[config.mk]
export PLATFORM = sky130hd
export DESIGN_NAME = windowed_vote_io_debounce_unit_flat
export DESIGN_NICKNAME = d
export VERILOG_FILES = /design/src/rtl/core/wvd_pkg.sv /design/src/rtl/core/wvd_chan_if.sv /design/src/rtl/core/windowed_vote_io_debounce_unit.sv /design/src/rtl/core/wvd_ram.sv /design/src/rtl/core/wvd_csr.sv /design/src/rtl/core/wvd_vote_unit.sv /design/src/flat_wrapper.sv
export SDC_FILE = /design/constraint.sdc
export NUM_CORES = 2
export LEC_CHECK = 0
export ABC_AREA = 1
export BUFFER_PORTS_ARGS = -buffer_cell sky130_fd_sc_hd__buf_4
export CORE_ASPECT_RATIO = 0.9
export CORE_MARGIN = 5
export CORE_UTILIZATION = 40
export DETAILED_ROUTE_END_ITERATION = 7
export GPL_TIMING_DRIVEN = 0
export MAX_ROUTING_LAYER = met4
export SYNTH_ARGS = -nofsm -noshare
export SYNTH_HDL_FRONTEND = slang
export SYNTH_SLANG_ARGS = --single-unit
[constraint.sdc]
create_clock -name clock -period 9.7 [get_ports clock]
set_clock_uncertainty 0.2 [all_clocks]
set_input_delay 2.425 -clock clock [delete_from_list [all_inputs] [get_ports clock]]
set_output_delay 2.425 -clock clock [all_outputs]
set_load 0.02 [all_outputs]
[src/rtl/core/wvd_pkg.sv]
// shared types and constants for the windowed vote debounce block
// no dependencies; compile first
package wvd_pkg;

   localparam int WORD_W     = 64;
   localparam int DEPTH_W    = 5;
   localparam int CSR_ADDR_W = 5;
   localparam int CSR_DATA_W = 64;
   localparam int REG_IDX_W  = 2;

   typedef enum logic [REG_IDX_W-1:0] {
      REG_WINDOW_DEPTH   = 2'd0,
      REG_VOTE_THRESHOLD = 2'd1,
      REG_BYPASS_MASK    = 2'd2,
      REG_INITIAL_OUTPUT = 2'd3
   } wvd_reg_type;

   typedef enum logic [1:0] {
      ST_IDLE,
      ST_RUN,
      ST_FINISH
   } wvd_state_type;

   // configuration as seen by the datapath, with a restart strobe
   typedef struct packed {
      logic [DEPTH_W-1:0] window_depth;
      logic [DEPTH_W-1:0] vote_threshold;
      logic [WORD_W-1:0]  bypass_mask;
      logic [WORD_W-1:0]  restart_value;
      logic               restart;
   } wvd_cfg_type;

endpackage

[src/rtl/core/wvd_chan_if.sv]
// valid/ready channel interfaces for sample and result beats
// depends on wvd_pkg
interface wvd_req_if;
   logic                      valid;
   logic                      ready;
   logic [wvd_pkg::WORD_W-1:0] io_sample;

   modport source (output valid, output io_sample, input ready);
   modport sink   (input valid, input io_sample, output ready);
endinterface

interface wvd_rsp_if;
   logic                      valid;
   logic                      ready;
   logic [wvd_pkg::WORD_W-1:0] filtered_io;

   modport source (output valid, output filtered_io, input ready);
   modport sink   (input valid, input filtered_io, output ready);
endinterface

[src/rtl/core/windowed_vote_io_debounce_unit.sv]
// ST_IDLE takes a sample beat, ST_RUN visits each line, ST_FINISH loads the
//   result beat; no new sample until back in ST_IDLE; the shared vote unit
//   visits one line per cycle through the dual-port history column ram
// reset (synchronous, active high): registers to 1, 1, 0, 0, history cleared at
//   once through per-line valid bits, output state zero; no clearing pass
// depends on wvd_pkg, wvd_chan_if, wvd_csr, wvd_vote_unit, wvd_ram
module windowed_vote_io_debounce_unit #(
   parameter int MAX_DEPTH  = 16,
   parameter int LINE_COUNT = 64
) (
   input  logic                          clock,
   input  logic                          reset,
   input  logic                          csr_psel,
   input  logic                          csr_penable,
   input  logic                          csr_pwrite,
   input  logic [wvd_pkg::CSR_ADDR_W-1:0] csr_paddr,
   input  logic [wvd_pkg::CSR_DATA_W-1:0] csr_pwdata,
   output logic [wvd_pkg::CSR_DATA_W-1:0] csr_prdata,
   output logic                          csr_pready,
   wvd_req_if.sink                       req_bus,
   wvd_rsp_if.source                     rsp_bus
);

   localparam int PW = (MAX_DEPTH > 1) ? $clog2(MAX_DEPTH) : 1;
   localparam int LW = (LINE_COUNT > 1) ? $clog2(LINE_COUNT) : 1;
   localparam int CW = ($clog2(MAX_DEPTH+1) > 5) ? $clog2(MAX_DEPTH+1) : 5;
   localparam logic [wvd_pkg::WORD_W-1:0] LINE_MASK = (LINE_COUNT >= wvd_pkg::WORD_W) ?
      {wvd_pkg::WORD_W{1'b1}} :
      ((wvd_pkg::WORD_W'(1) << LINE_COUNT) - wvd_pkg::WORD_W'(1));
   localparam logic [LW-1:0] LAST_LINE = LW'(LINE_COUNT - 1);
   localparam logic [PW-1:0] LAST_PTR  = PW'(MAX_DEPTH - 1);

   wvd_pkg::wvd_cfg_type cfg;

   // sequencer and datapath registers
   wvd_pkg::wvd_state_type state_ff, state_in;
   logic [LW-1:0]              line_ff, line_in;
   logic [wvd_pkg::WORD_W-1:0] sample_ff;
   logic [wvd_pkg::WORD_W-1:0] out_ff;
   logic [PW-1:0]              wptr_ff;
   logic [PW-1:0]              newest_ff;
   logic [MAX_DEPTH-1:0]       window_ff, window_in;
   logic [LINE_COUNT-1:0]      col_valid_ff;
   logic                       rsp_valid_ff;
   logic [wvd_pkg::WORD_W-1:0] rsp_data_ff;

   // control decoded from the state
   logic accept;
   logic busy_line;
   logic load_rsp;
   logic ready;

   // effective depth and threshold
   logic [CW-1:0] depth_raw, depth_eff, thr_raw, thr_eff;

   // vote unit and ram hookup
   logic [MAX_DEPTH-1:0] col_rd;
   logic [MAX_DEPTH-1:0] col_wr;
   logic                 toggle;
   logic                 changed;
   logic                 bypass_bit;
   logic [LW-1:0]        rd_addr;

   wvd_csr u_csr (
      .clock       (clock),
      .reset       (reset),
      .csr_psel    (csr_psel),
      .csr_penable (csr_penable),
      .csr_pwrite  (csr_pwrite),
      .csr_paddr   (csr_paddr),
      .csr_pwdata  (csr_pwdata),
      .csr_prdata  (csr_prdata),
      .csr_pready  (csr_pready),
      .cfg         (cfg)
   );

   // depth zero acts as one, large depth saturates, threshold clamps to depth
   always_comb begin
      depth_raw = CW'(cfg.window_depth);
      thr_raw   = CW'(cfg.vote_threshold);
      if (depth_raw == '0) begin
         depth_eff = CW'(1);
      end else if (depth_raw > CW'(MAX_DEPTH)) begin
         depth_eff = CW'(MAX_DEPTH);
      end else begin
         depth_eff = depth_raw;
      end
      thr_eff = (thr_raw > depth_eff) ? depth_eff : thr_raw;
   end

   // window of the depth newest ring slots, newest being the current write slot
   always_comb begin
      for (int j = 0; j < MAX_DEPTH; j++) begin
         logic [CW-1:0] slot_dist;
         if (CW'(wptr_ff) >= CW'(j)) begin
            slot_dist = CW'(wptr_ff) - CW'(j);
         end else begin
            slot_dist = CW'(MAX_DEPTH) - (CW'(j) - CW'(wptr_ff));
         end
         window_in[j] = (slot_dist < depth_eff);
      end
   end

   // next state
   always_comb begin
      state_in = state_ff;
      case (state_ff)
         wvd_pkg::ST_IDLE: begin
            if (req_bus.valid) begin
               state_in = wvd_pkg::ST_RUN;
            end
         end
         wvd_pkg::ST_RUN: begin
            if (line_ff == LAST_LINE) begin
               state_in = wvd_pkg::ST_FINISH;
            end
         end
         wvd_pkg::ST_FINISH: begin
            // wait here while the previous result beat is still unclaimed
            if (!rsp_valid_ff || rsp_bus.ready) begin
               state_in = wvd_pkg::ST_IDLE;
            end
         end
         default: begin
            state_in = wvd_pkg::ST_IDLE;
         end
      endcase
   end

   // state outputs
   always_comb begin
      ready     = 1'b0;
      busy_line = 1'b0;
      load_rsp  = 1'b0;
      case (state_ff)
         wvd_pkg::ST_IDLE:   ready     = 1'b1;
         wvd_pkg::ST_RUN:    busy_line = 1'b1;
         wvd_pkg::ST_FINISH: load_rsp  = !rsp_valid_ff || rsp_bus.ready;
         default:            ready     = 1'b0;
      endcase
   end

   assign req_bus.ready = ready;
   assign accept        = ready && req_bus.valid;

   // per-line decision inputs; bypassed lines never count as changed
   assign bypass_bit = cfg.bypass_mask[line_ff];
   assign changed    = (sample_ff[line_ff] ^ out_ff[line_ff]) && !bypass_bit;

   // prefetch line 0 while idle, then the following line during each visit
   always_comb begin
      if (busy_line && (line_ff != LAST_LINE)) begin
         rd_addr = line_ff + LW'(1);
      end else begin
         rd_addr = '0;
      end
   end

   assign line_in = accept ? '0 : ((busy_line && (line_ff != LAST_LINE)) ?
                                   line_ff + LW'(1) : line_ff);

   wvd_vote_unit #(
      .MAX_DEPTH (MAX_DEPTH)
   ) u_vote (
      .col_in    (col_rd),
      .col_ok    (col_valid_ff[line_ff]),
      .newest    (newest_ff),
      .window    (window_ff),
      .changed   (changed),
      .threshold (thr_eff),
      .col_out   (col_wr),
      .toggle    (toggle)
   );

   // one column of ring history per line: bit k is ring slot k
   wvd_ram #(
      .WIDTH (MAX_DEPTH),
      .DEPTH (LINE_COUNT)
   ) u_hist (
      .clock   (clock),
      .wr_en   (busy_line),
      .wr_addr (line_ff),
      .wr_data (col_wr),
      .rd_addr (rd_addr),
      .rd_data (col_rd)
   );

   always_ff @(posedge clock) begin
      if (reset) begin
         state_ff     <= wvd_pkg::ST_IDLE;
         line_ff      <= '0;
         wptr_ff      <= '0;
         col_valid_ff <= '0;
         out_ff       <= '0;
         rsp_valid_ff <= 1'b0;
      end else begin
         state_ff <= state_in;
         line_ff  <= line_in;
         if (cfg.restart) begin
            // restart: history forgotten, pointer home, output reloaded
            wptr_ff      <= '0;
            col_valid_ff <= '0;
            out_ff       <= cfg.restart_value & LINE_MASK;
         end else begin
            if (accept) begin
               wptr_ff <= (wptr_ff == LAST_PTR) ? '0 : wptr_ff + PW'(1);
            end
            if (busy_line) begin
               col_valid_ff[line_ff] <= 1'b1;
               out_ff[line_ff]       <= bypass_bit ? sample_ff[line_ff] :
                                        (out_ff[line_ff] ^ toggle);
            end
         end
         if (load_rsp) begin
            rsp_valid_ff <= 1'b1;
         end else if (rsp_bus.ready) begin
            rsp_valid_ff <= 1'b0;
         end
      end
   end

   // payload registers
   always_ff @(posedge clock) begin
      if (accept) begin
         sample_ff <= req_bus.io_sample & LINE_MASK;
         newest_ff <= wptr_ff;
         window_ff <= window_in;
      end
      if (load_rsp) begin
         rsp_data_ff <= out_ff & LINE_MASK;
      end
   end

   assign rsp_bus.valid       = rsp_valid_ff;
   assign rsp_bus.filtered_io = rsp_data_ff;

endmodule

[src/rtl/core/wvd_ram.sv]
// generic single write port ram with registered read
// no dependencies
module wvd_ram #(
   parameter int WIDTH = 16,
   parameter int DEPTH = 64
) (
   input  logic                     clock,
   input  logic                     wr_en,
   input  logic [$clog2(DEPTH > 1 ? DEPTH : 2)-1:0] wr_addr,
   input  logic [WIDTH-1:0]         wr_data,
   input  logic [$clog2(DEPTH > 1 ? DEPTH : 2)-1:0] rd_addr,
   output logic [WIDTH-1:0]         rd_data
);

   logic [WIDTH-1:0] mem_ff [DEPTH];
   logic [WIDTH-1:0] rd_data_ff;

   always_ff @(posedge clock) begin
      if (wr_en) begin
         mem_ff[wr_addr] <= wr_data;
      end
      rd_data_ff <= mem_ff[rd_addr];
   end

   assign rd_data = rd_data_ff;

endmodule

[src/rtl/core/wvd_csr.sv]
// apb-style register file for depth, threshold, bypass and initial value
// depends on wvd_pkg
module wvd_csr (
   input  logic                          clock,
   input  logic                          reset,
   input  logic                          csr_psel,
   input  logic                          csr_penable,
   input  logic                          csr_pwrite,
   input  logic [wvd_pkg::CSR_ADDR_W-1:0] csr_paddr,
   input  logic [wvd_pkg::CSR_DATA_W-1:0] csr_pwdata,
   output logic [wvd_pkg::CSR_DATA_W-1:0] csr_prdata,
   output logic                          csr_pready,
   output wvd_pkg::wvd_cfg_type          cfg
);

   logic [wvd_pkg::DEPTH_W-1:0] depth_ff, depth_in;
   logic [wvd_pkg::DEPTH_W-1:0] thr_ff, thr_in;
   logic [wvd_pkg::WORD_W-1:0]  bypass_ff, bypass_in;
   logic [wvd_pkg::WORD_W-1:0]  init_ff, init_in;
   logic                        wr_stb;
   logic                        restart;
   wvd_pkg::wvd_reg_type        reg_idx;

   assign csr_pready = 1'b1;
   assign wr_stb     = csr_psel && csr_penable && csr_pwrite;
   assign reg_idx    = wvd_pkg::wvd_reg_type'(csr_paddr[wvd_pkg::CSR_ADDR_W-1 -: 2]);

   always_comb begin
      depth_in = depth_ff;
      thr_in   = thr_ff;
      bypass_in = bypass_ff;
      init_in  = init_ff;
      restart  = 1'b0;
      if (wr_stb) begin
         case (reg_idx)
            wvd_pkg::REG_WINDOW_DEPTH: begin
               depth_in = csr_pwdata[wvd_pkg::DEPTH_W-1:0];
               restart  = 1'b1;
            end
            wvd_pkg::REG_VOTE_THRESHOLD: begin
               thr_in  = csr_pwdata[wvd_pkg::DEPTH_W-1:0];
               restart = 1'b1;
            end
            wvd_pkg::REG_BYPASS_MASK: begin
               bypass_in = csr_pwdata;
            end
            wvd_pkg::REG_INITIAL_OUTPUT: begin
               init_in = csr_pwdata;
               restart = 1'b1;
            end
            default: begin
               restart = 1'b0;
            end
         endcase
      end
   end

   always_ff @(posedge clock) begin
      if (reset) begin
         depth_ff  <= wvd_pkg::DEPTH_W'(1);
         thr_ff    <= wvd_pkg::DEPTH_W'(1);
         bypass_ff <= '0;
         init_ff   <= '0;
      end else begin
         depth_ff  <= depth_in;
         thr_ff    <= thr_in;
         bypass_ff <= bypass_in;
         init_ff   <= init_in;
      end
   end

   always_comb begin
      case (reg_idx)
         wvd_pkg::REG_WINDOW_DEPTH:   csr_prdata = wvd_pkg::CSR_DATA_W'(depth_ff);
         wvd_pkg::REG_VOTE_THRESHOLD: csr_prdata = wvd_pkg::CSR_DATA_W'(thr_ff);
         wvd_pkg::REG_BYPASS_MASK:    csr_prdata = bypass_ff;
         wvd_pkg::REG_INITIAL_OUTPUT: csr_prdata = init_ff;
         default:                     csr_prdata = '0;
      endcase
   end

   // restart value follows a write landing this same cycle
   always_comb begin
      cfg.window_depth   = depth_ff;
      cfg.vote_threshold = thr_ff;
      cfg.bypass_mask    = bypass_ff;
      cfg.restart_value  = init_in;
      cfg.restart        = restart;
   end

endmodule

[src/rtl/core/wvd_vote_unit.sv]
// shared per-line vote unit: inserts the newest change bit, counts the window
// and inverts the window bits on acceptance; no package dependency
module wvd_vote_unit #(
   parameter int MAX_DEPTH = 16
) (
   input  logic [MAX_DEPTH-1:0] col_in,
   input  logic                 col_ok,
   input  logic [(MAX_DEPTH > 1 ? $clog2(MAX_DEPTH) : 1)-1:0] newest,
   input  logic [MAX_DEPTH-1:0] window,
   input  logic                 changed,
   input  logic [(($clog2(MAX_DEPTH+1) > 5) ? $clog2(MAX_DEPTH+1) : 5)-1:0] threshold,
   output logic [MAX_DEPTH-1:0] col_out,
   output logic                 toggle
);

   localparam int CW = ($clog2(MAX_DEPTH+1) > 5) ? $clog2(MAX_DEPTH+1) : 5;

   logic [MAX_DEPTH-1:0] col_new;
   logic [MAX_DEPTH-1:0] hits;
   logic [CW-1:0]        count;

   always_comb begin
      col_new         = col_ok ? col_in : '0;
      col_new[newest] = changed;
      hits            = col_new & window;
      count           = '0;
      for (int j = 0; j < MAX_DEPTH; j++) begin
         count = count + CW'(hits[j]);
      end
      toggle  = changed && (count >= threshold);
      col_out = toggle ? (col_new ^ window) : col_new;
   end

endmodule

[src/flat_wrapper.sv]
// flat-port wrapper written by rule: the top's interface ports become plain ports
module windowed_vote_io_debounce_unit_flat 
#(
   parameter int MAX_DEPTH  = 16,
   parameter int LINE_COUNT = 64
)
  (clock, reset, csr_psel, csr_penable, csr_pwrite, csr_paddr, csr_pwdata, csr_prdata, csr_pready, req_bus_valid, req_bus_io_sample, req_bus_ready, rsp_bus_valid, rsp_bus_filtered_io, rsp_bus_ready);
  wvd_req_if req_bus_i ();
  wvd_rsp_if rsp_bus_i ();
  input  logic clock;
  input  logic reset;
  input  logic csr_psel;
  input  logic csr_penable;
  input  logic csr_pwrite;
  input  logic [wvd_pkg::CSR_ADDR_W-1:0] csr_paddr;
  input  logic [wvd_pkg::CSR_DATA_W-1:0] csr_pwdata;
  output logic [wvd_pkg::CSR_DATA_W-1:0] csr_prdata;
  output logic csr_pready;
  input wire logic [$bits(req_bus_i.valid)-1:0] req_bus_valid;
  input wire logic [$bits(req_bus_i.io_sample)-1:0] req_bus_io_sample;
  output wire logic [$bits(req_bus_i.ready)-1:0] req_bus_ready;
  output wire logic [$bits(rsp_bus_i.valid)-1:0] rsp_bus_valid;
  output wire logic [$bits(rsp_bus_i.filtered_io)-1:0] rsp_bus_filtered_io;
  input wire logic [$bits(rsp_bus_i.ready)-1:0] rsp_bus_ready;
  assign req_bus_i.valid = req_bus_valid;
  assign req_bus_i.io_sample = req_bus_io_sample;
  assign req_bus_ready = req_bus_i.ready;
  assign rsp_bus_valid = rsp_bus_i.valid;
  assign rsp_bus_filtered_io = rsp_bus_i.filtered_io;
  assign rsp_bus_i.ready = rsp_bus_ready;
  windowed_vote_io_debounce_unit #(.MAX_DEPTH(MAX_DEPTH), .LINE_COUNT(LINE_COUNT)) u_core (.clock(clock), .reset(reset), .csr_psel(csr_psel), .csr_penable(csr_penable), .csr_pwrite(csr_pwrite), .csr_paddr(csr_paddr), .csr_pwdata(csr_pwdata), .csr_prdata(csr_prdata), .csr_pready(csr_pready), .req_bus(req_bus_i), .rsp_bus(rsp_bus_i));
endmodule
==> metrics.yaml <==
status: "finished, violations left"
violations: "max-capacitance violations"
drive_above_1_share_pct: 15.74
grt_pass1_wl_um: 321800
antenna_found_initial: 10
use_met2_pct: 40.83
path_clk_slew_ps: 70
routedWlPerCell_um: 26.87
die_area_um2: 166200
gp_congestion: 0.9748
die_h_um: 387.2
ant_nets: 0
finalCoreUtilization_pct: 47.62
rr_worst_depth: 32
first_global_vias: 45960
start_kind: "register"
syn_area_per_cell_um2: 11.02
routed_wl_um: 227400
ys.flop_type: "edfxtp_1"
ir_worst_vdd_mv: 0.2215
grt_max_degree: 65
synth_edf_count: 1172
area_delta_synth_final_pct: 18.44
fmax_mhz: 106.2
end_kind: "register"
setup_slack_ps: 286.5
overflow: 0
cp.arrival_ps: 9720
fin_nets: 6469
yosysWarnings: 0
vias: 48700
maxCapViolCount: 1
clock_latency_ps: 830
met3_usage_pct: 4.419
hp-class: "register to register"
period_share_pct: 97.05
crit_slowest_cell: "nor2_1"
grtUsageTotal_pct: 27.07
pre_cts_slack_ps: -296.6
start_util_pct: 40.21
root_buffer: "clkbuf_16"
r2r-start: "u_core.line_ff[4]"
rrSetupSlack_ps: 290
setup_violations: 0
crit_required_ps: 10010
clock_path_buffers: 3
maxSlewHeadroom_pct: 0.5054
power_leakage_nw: 27.13
totalPowerFinal_mw: 16.53
tightest_slew_ps: 1487
path_common_cell: "fa_1"
p_per_area_nw_per_um2: 220.7
instances_no_fill: 8463
hold_path_end: "u_core.rsp_bus.filtered_io[58]"
cts_sinks: 1467
r2r_end: "u_core.u_hist.mem_ff[48][1]"
finalHoldViolations: 0
ios: 271
ys_types: 49
post-route-min-period_ps: 9413
mappedNetlistArea_um2: 63250
worstHoldStart: "u_core.out_ff[58]"
dp.cells: 8169
syn_inst: 5739
holdPathStages: 0
slew_violations: 0
die_w_um: 429.2
path_class: "register to register"
drt_first_pass_iters: 6
cts_buffers: 154
synth_seq_area_share_pct: 64.98
drt_iter0_drc: 6600
ctsHoldBuffers: 0
cts_tree: "yes"
grt.busiest_layer: "met2"
cts_setup_buffers: 0
critPathMaxStageDelay_ps: 1110
num_rows: 138
synthArstFlopShare_pct: 0
met1_usage_pct: 36.92
rsz0062_at_grt: "false"
syn-num-nets: 5983
cp_max_fo: 64
vias_per_cell: 5.754
design.core.area_um2: 157300
port_buffers: 265
synth_seq_cells: 1467
htreeDepth: 4
fillers: 14230
drc: 0
dp_hpwl_um: 160800
## registers in the layout, indices dropped and copies added (netlist names), 16 cells and up
name	flops
u_core.u_hist.mem_ff	1024
u_core.rsp_bus.filtered_io	64
u_core.out_ff	64
u_core.sample_ff	64
u_core.u_csr.init_ff	64
u_core.u_csr.bypass_ff	64
u_core.u_hist.rd_data	16
u_core.col_valid_ff	64
u_core.window_ff	16
## how the worst max path moves through the flow
| stage | start | to | slack, ps | depth (start not counted) |
|---|---|---|---|---|
| 2_1_floorplan | u_core.line_ff[0] | u_core.u_hist.mem_ff[0][10] | 2000 | 34 |
| 3_3_place_gp | u_core.line_ff[4] | u_core.u_hist.mem_ff[51][12] | -1770 | 31 |
| 3_5_place_dp | u_core.line_ff[4] | u_core.u_hist.mem_ff[61][13] | -300 | 32 |
| 4_1_cts | u_core.line_ff[1] | u_core.u_hist.mem_ff[48][13] | 80 | 31 |
| 5_1_grt | u_core.line_ff[0] | u_core.u_hist.mem_ff[60][11] | 40 | 38 |
| 6_report | u_core.line_ff[4] | u_core.u_hist.mem_ff[48][1] | 290 | 32 |
## where the power goes
group,internal [mW],switching [mW]
registers,7.66,0.0422
clock network,3.55,2.66
logic,0.569,2.05
## worst max-delay path: cells and delay by family (launching register included)
kind                       cells  cell delay, ps
AOI/OAI and AO/OA              5            1310
xor gates and xnor gates       1             200
adders and majority gates      8            3260
buffers and inverters          7             890
DFF                            1             360
and+or+nand+nor               11            2660
## stage by stage
stage / hold slack, ps / setup TNS, ps / cell area, um2
after floorplan: 222.8 / 0 / 63250
after global placement: 242.1 / -1537470 / 67870
after detailed placement: 243.7 / -93090 / 69530
after CTS: 231.0 / 0 / 74810
after global routing: 278.5 / 0 / 74910
final: 239.9 / 0 / 74910
## placed cells by master, fill, tap and decap left out, drive strengths merged, types with 2 or more instances in the layout
cell and instances:
clkbuf 456, a31oi 2, a221oi 2, o211ai 265, dfxtp 295, xor2 12, clkinv 72, o21a 8
o2111ai 6, nand3 714, o21bai 273, a21boi 17, nor3 16, a2111oi 2, edfxtp 1172, diode 8
nor2 330, or2 266, a22oi 7, clkinvlp 6, xnor2 3, inv 456, o221ai 5, bufinv 19
a21o 2, ha 94, nand2 597, o22ai 29, nor4 2, o21ai 539, buf 429, and2 2
fa 10, conb 2, a21oi 237, o31ai 2, nand4 4
## logic make-up after synthesis
logic type               count (synthesis)  synth area share, %
adder cells (fa/ha/maj)                104                2.176
AND/OR/NAND/NOR                       1932                14.08
other                                    2              0.01187
flip-flops                            1467                64.98
buffers and inverters                  822                5.056
XOR/XNOR                                15               0.2077
AO/OA/AOI/OAI                         1397                13.49
## cell usage after synthesis, types with 2 or more instances
master / number / area (um2)
edfxtp_1: 1172 / 35190
a21boi_0: 17 / 127.6
ha_1: 94 / 1176
or2_0: 3 / 18.77
or2_2: 263 / 1645
inv_2: 12 / 45.04
o22ai_1: 29 / 181.4
a21oi_1: 236 / 1181
nor2_1: 325 / 1220
nand4_1: 4 / 25.02
clkinv_1: 5 / 18.77
nor3_1: 15 / 75.07
o21ai_0: 527 / 2638
buf_4: 12 / 90.09
nand2_1: 594 / 2230
nand3_1: 712 / 3563
clkbuf_1: 273 / 1025
o211ai_1: 265 / 1989
fa_1: 10 / 200.2
o31ai_1: 2 / 15.01
a221oi_1: 2 / 17.52
nand2_2: 3 / 18.77
a31oi_1: 2 / 12.51
nor4_1: 2 / 12.51
xor2_1: 12 / 105.1
conb_1: 2 / 7.510
o21ai_1: 12 / 60.06
o21a_1: 8 / 60.06
o221ai_1: 5 / 43.79
a2111oi_0: 2 / 17.52
nor2_2: 3 / 18.77
xnor2_1: 3 / 26.28
dfxtp_1: 295 / 5906
buf_1: 38 / 142.6
buf_2: 48 / 240.2
o21bai_1: 273 / 2049
o2111ai_1: 6 / 52.55
a21o_1: 2 / 15.01
a22oi_1: 7 / 52.55
and2_0: 2 / 12.51
inv_1: 433 / 1625
nor2_4: 2 / 22.52
## final cells by class
cell class              count  area [um2]  share of cell area [%]
well taps                2100        2628                   3.507
repair buffers            330        3294                   4.398
diodes                      8       20.02                 0.02672
inverters                 450        1692                   2.258
multi-input cells        3450       19390                   25.89
flip-flops and latches   1467       41100                   54.86
plain buffers             372        1511                   2.018
clock inverters           103        1207                   1.612
clock buffers             183        4068                   5.430
## what timing repair did
action                                  in CTS  in global routing
endpoints found under the setup margin     685                699
gates resized for setup                      2                 20
endpoints found under the hold margin        0                  0
gates cloned                                 0                  0
## metal layers
metal	vias up	share of wire [%]
li1	21420	-
met1	23890	41
met4	0	4.2
met3	513	10
met5	-	0
met2	2878	45
(Power assumes the default switching activity.)
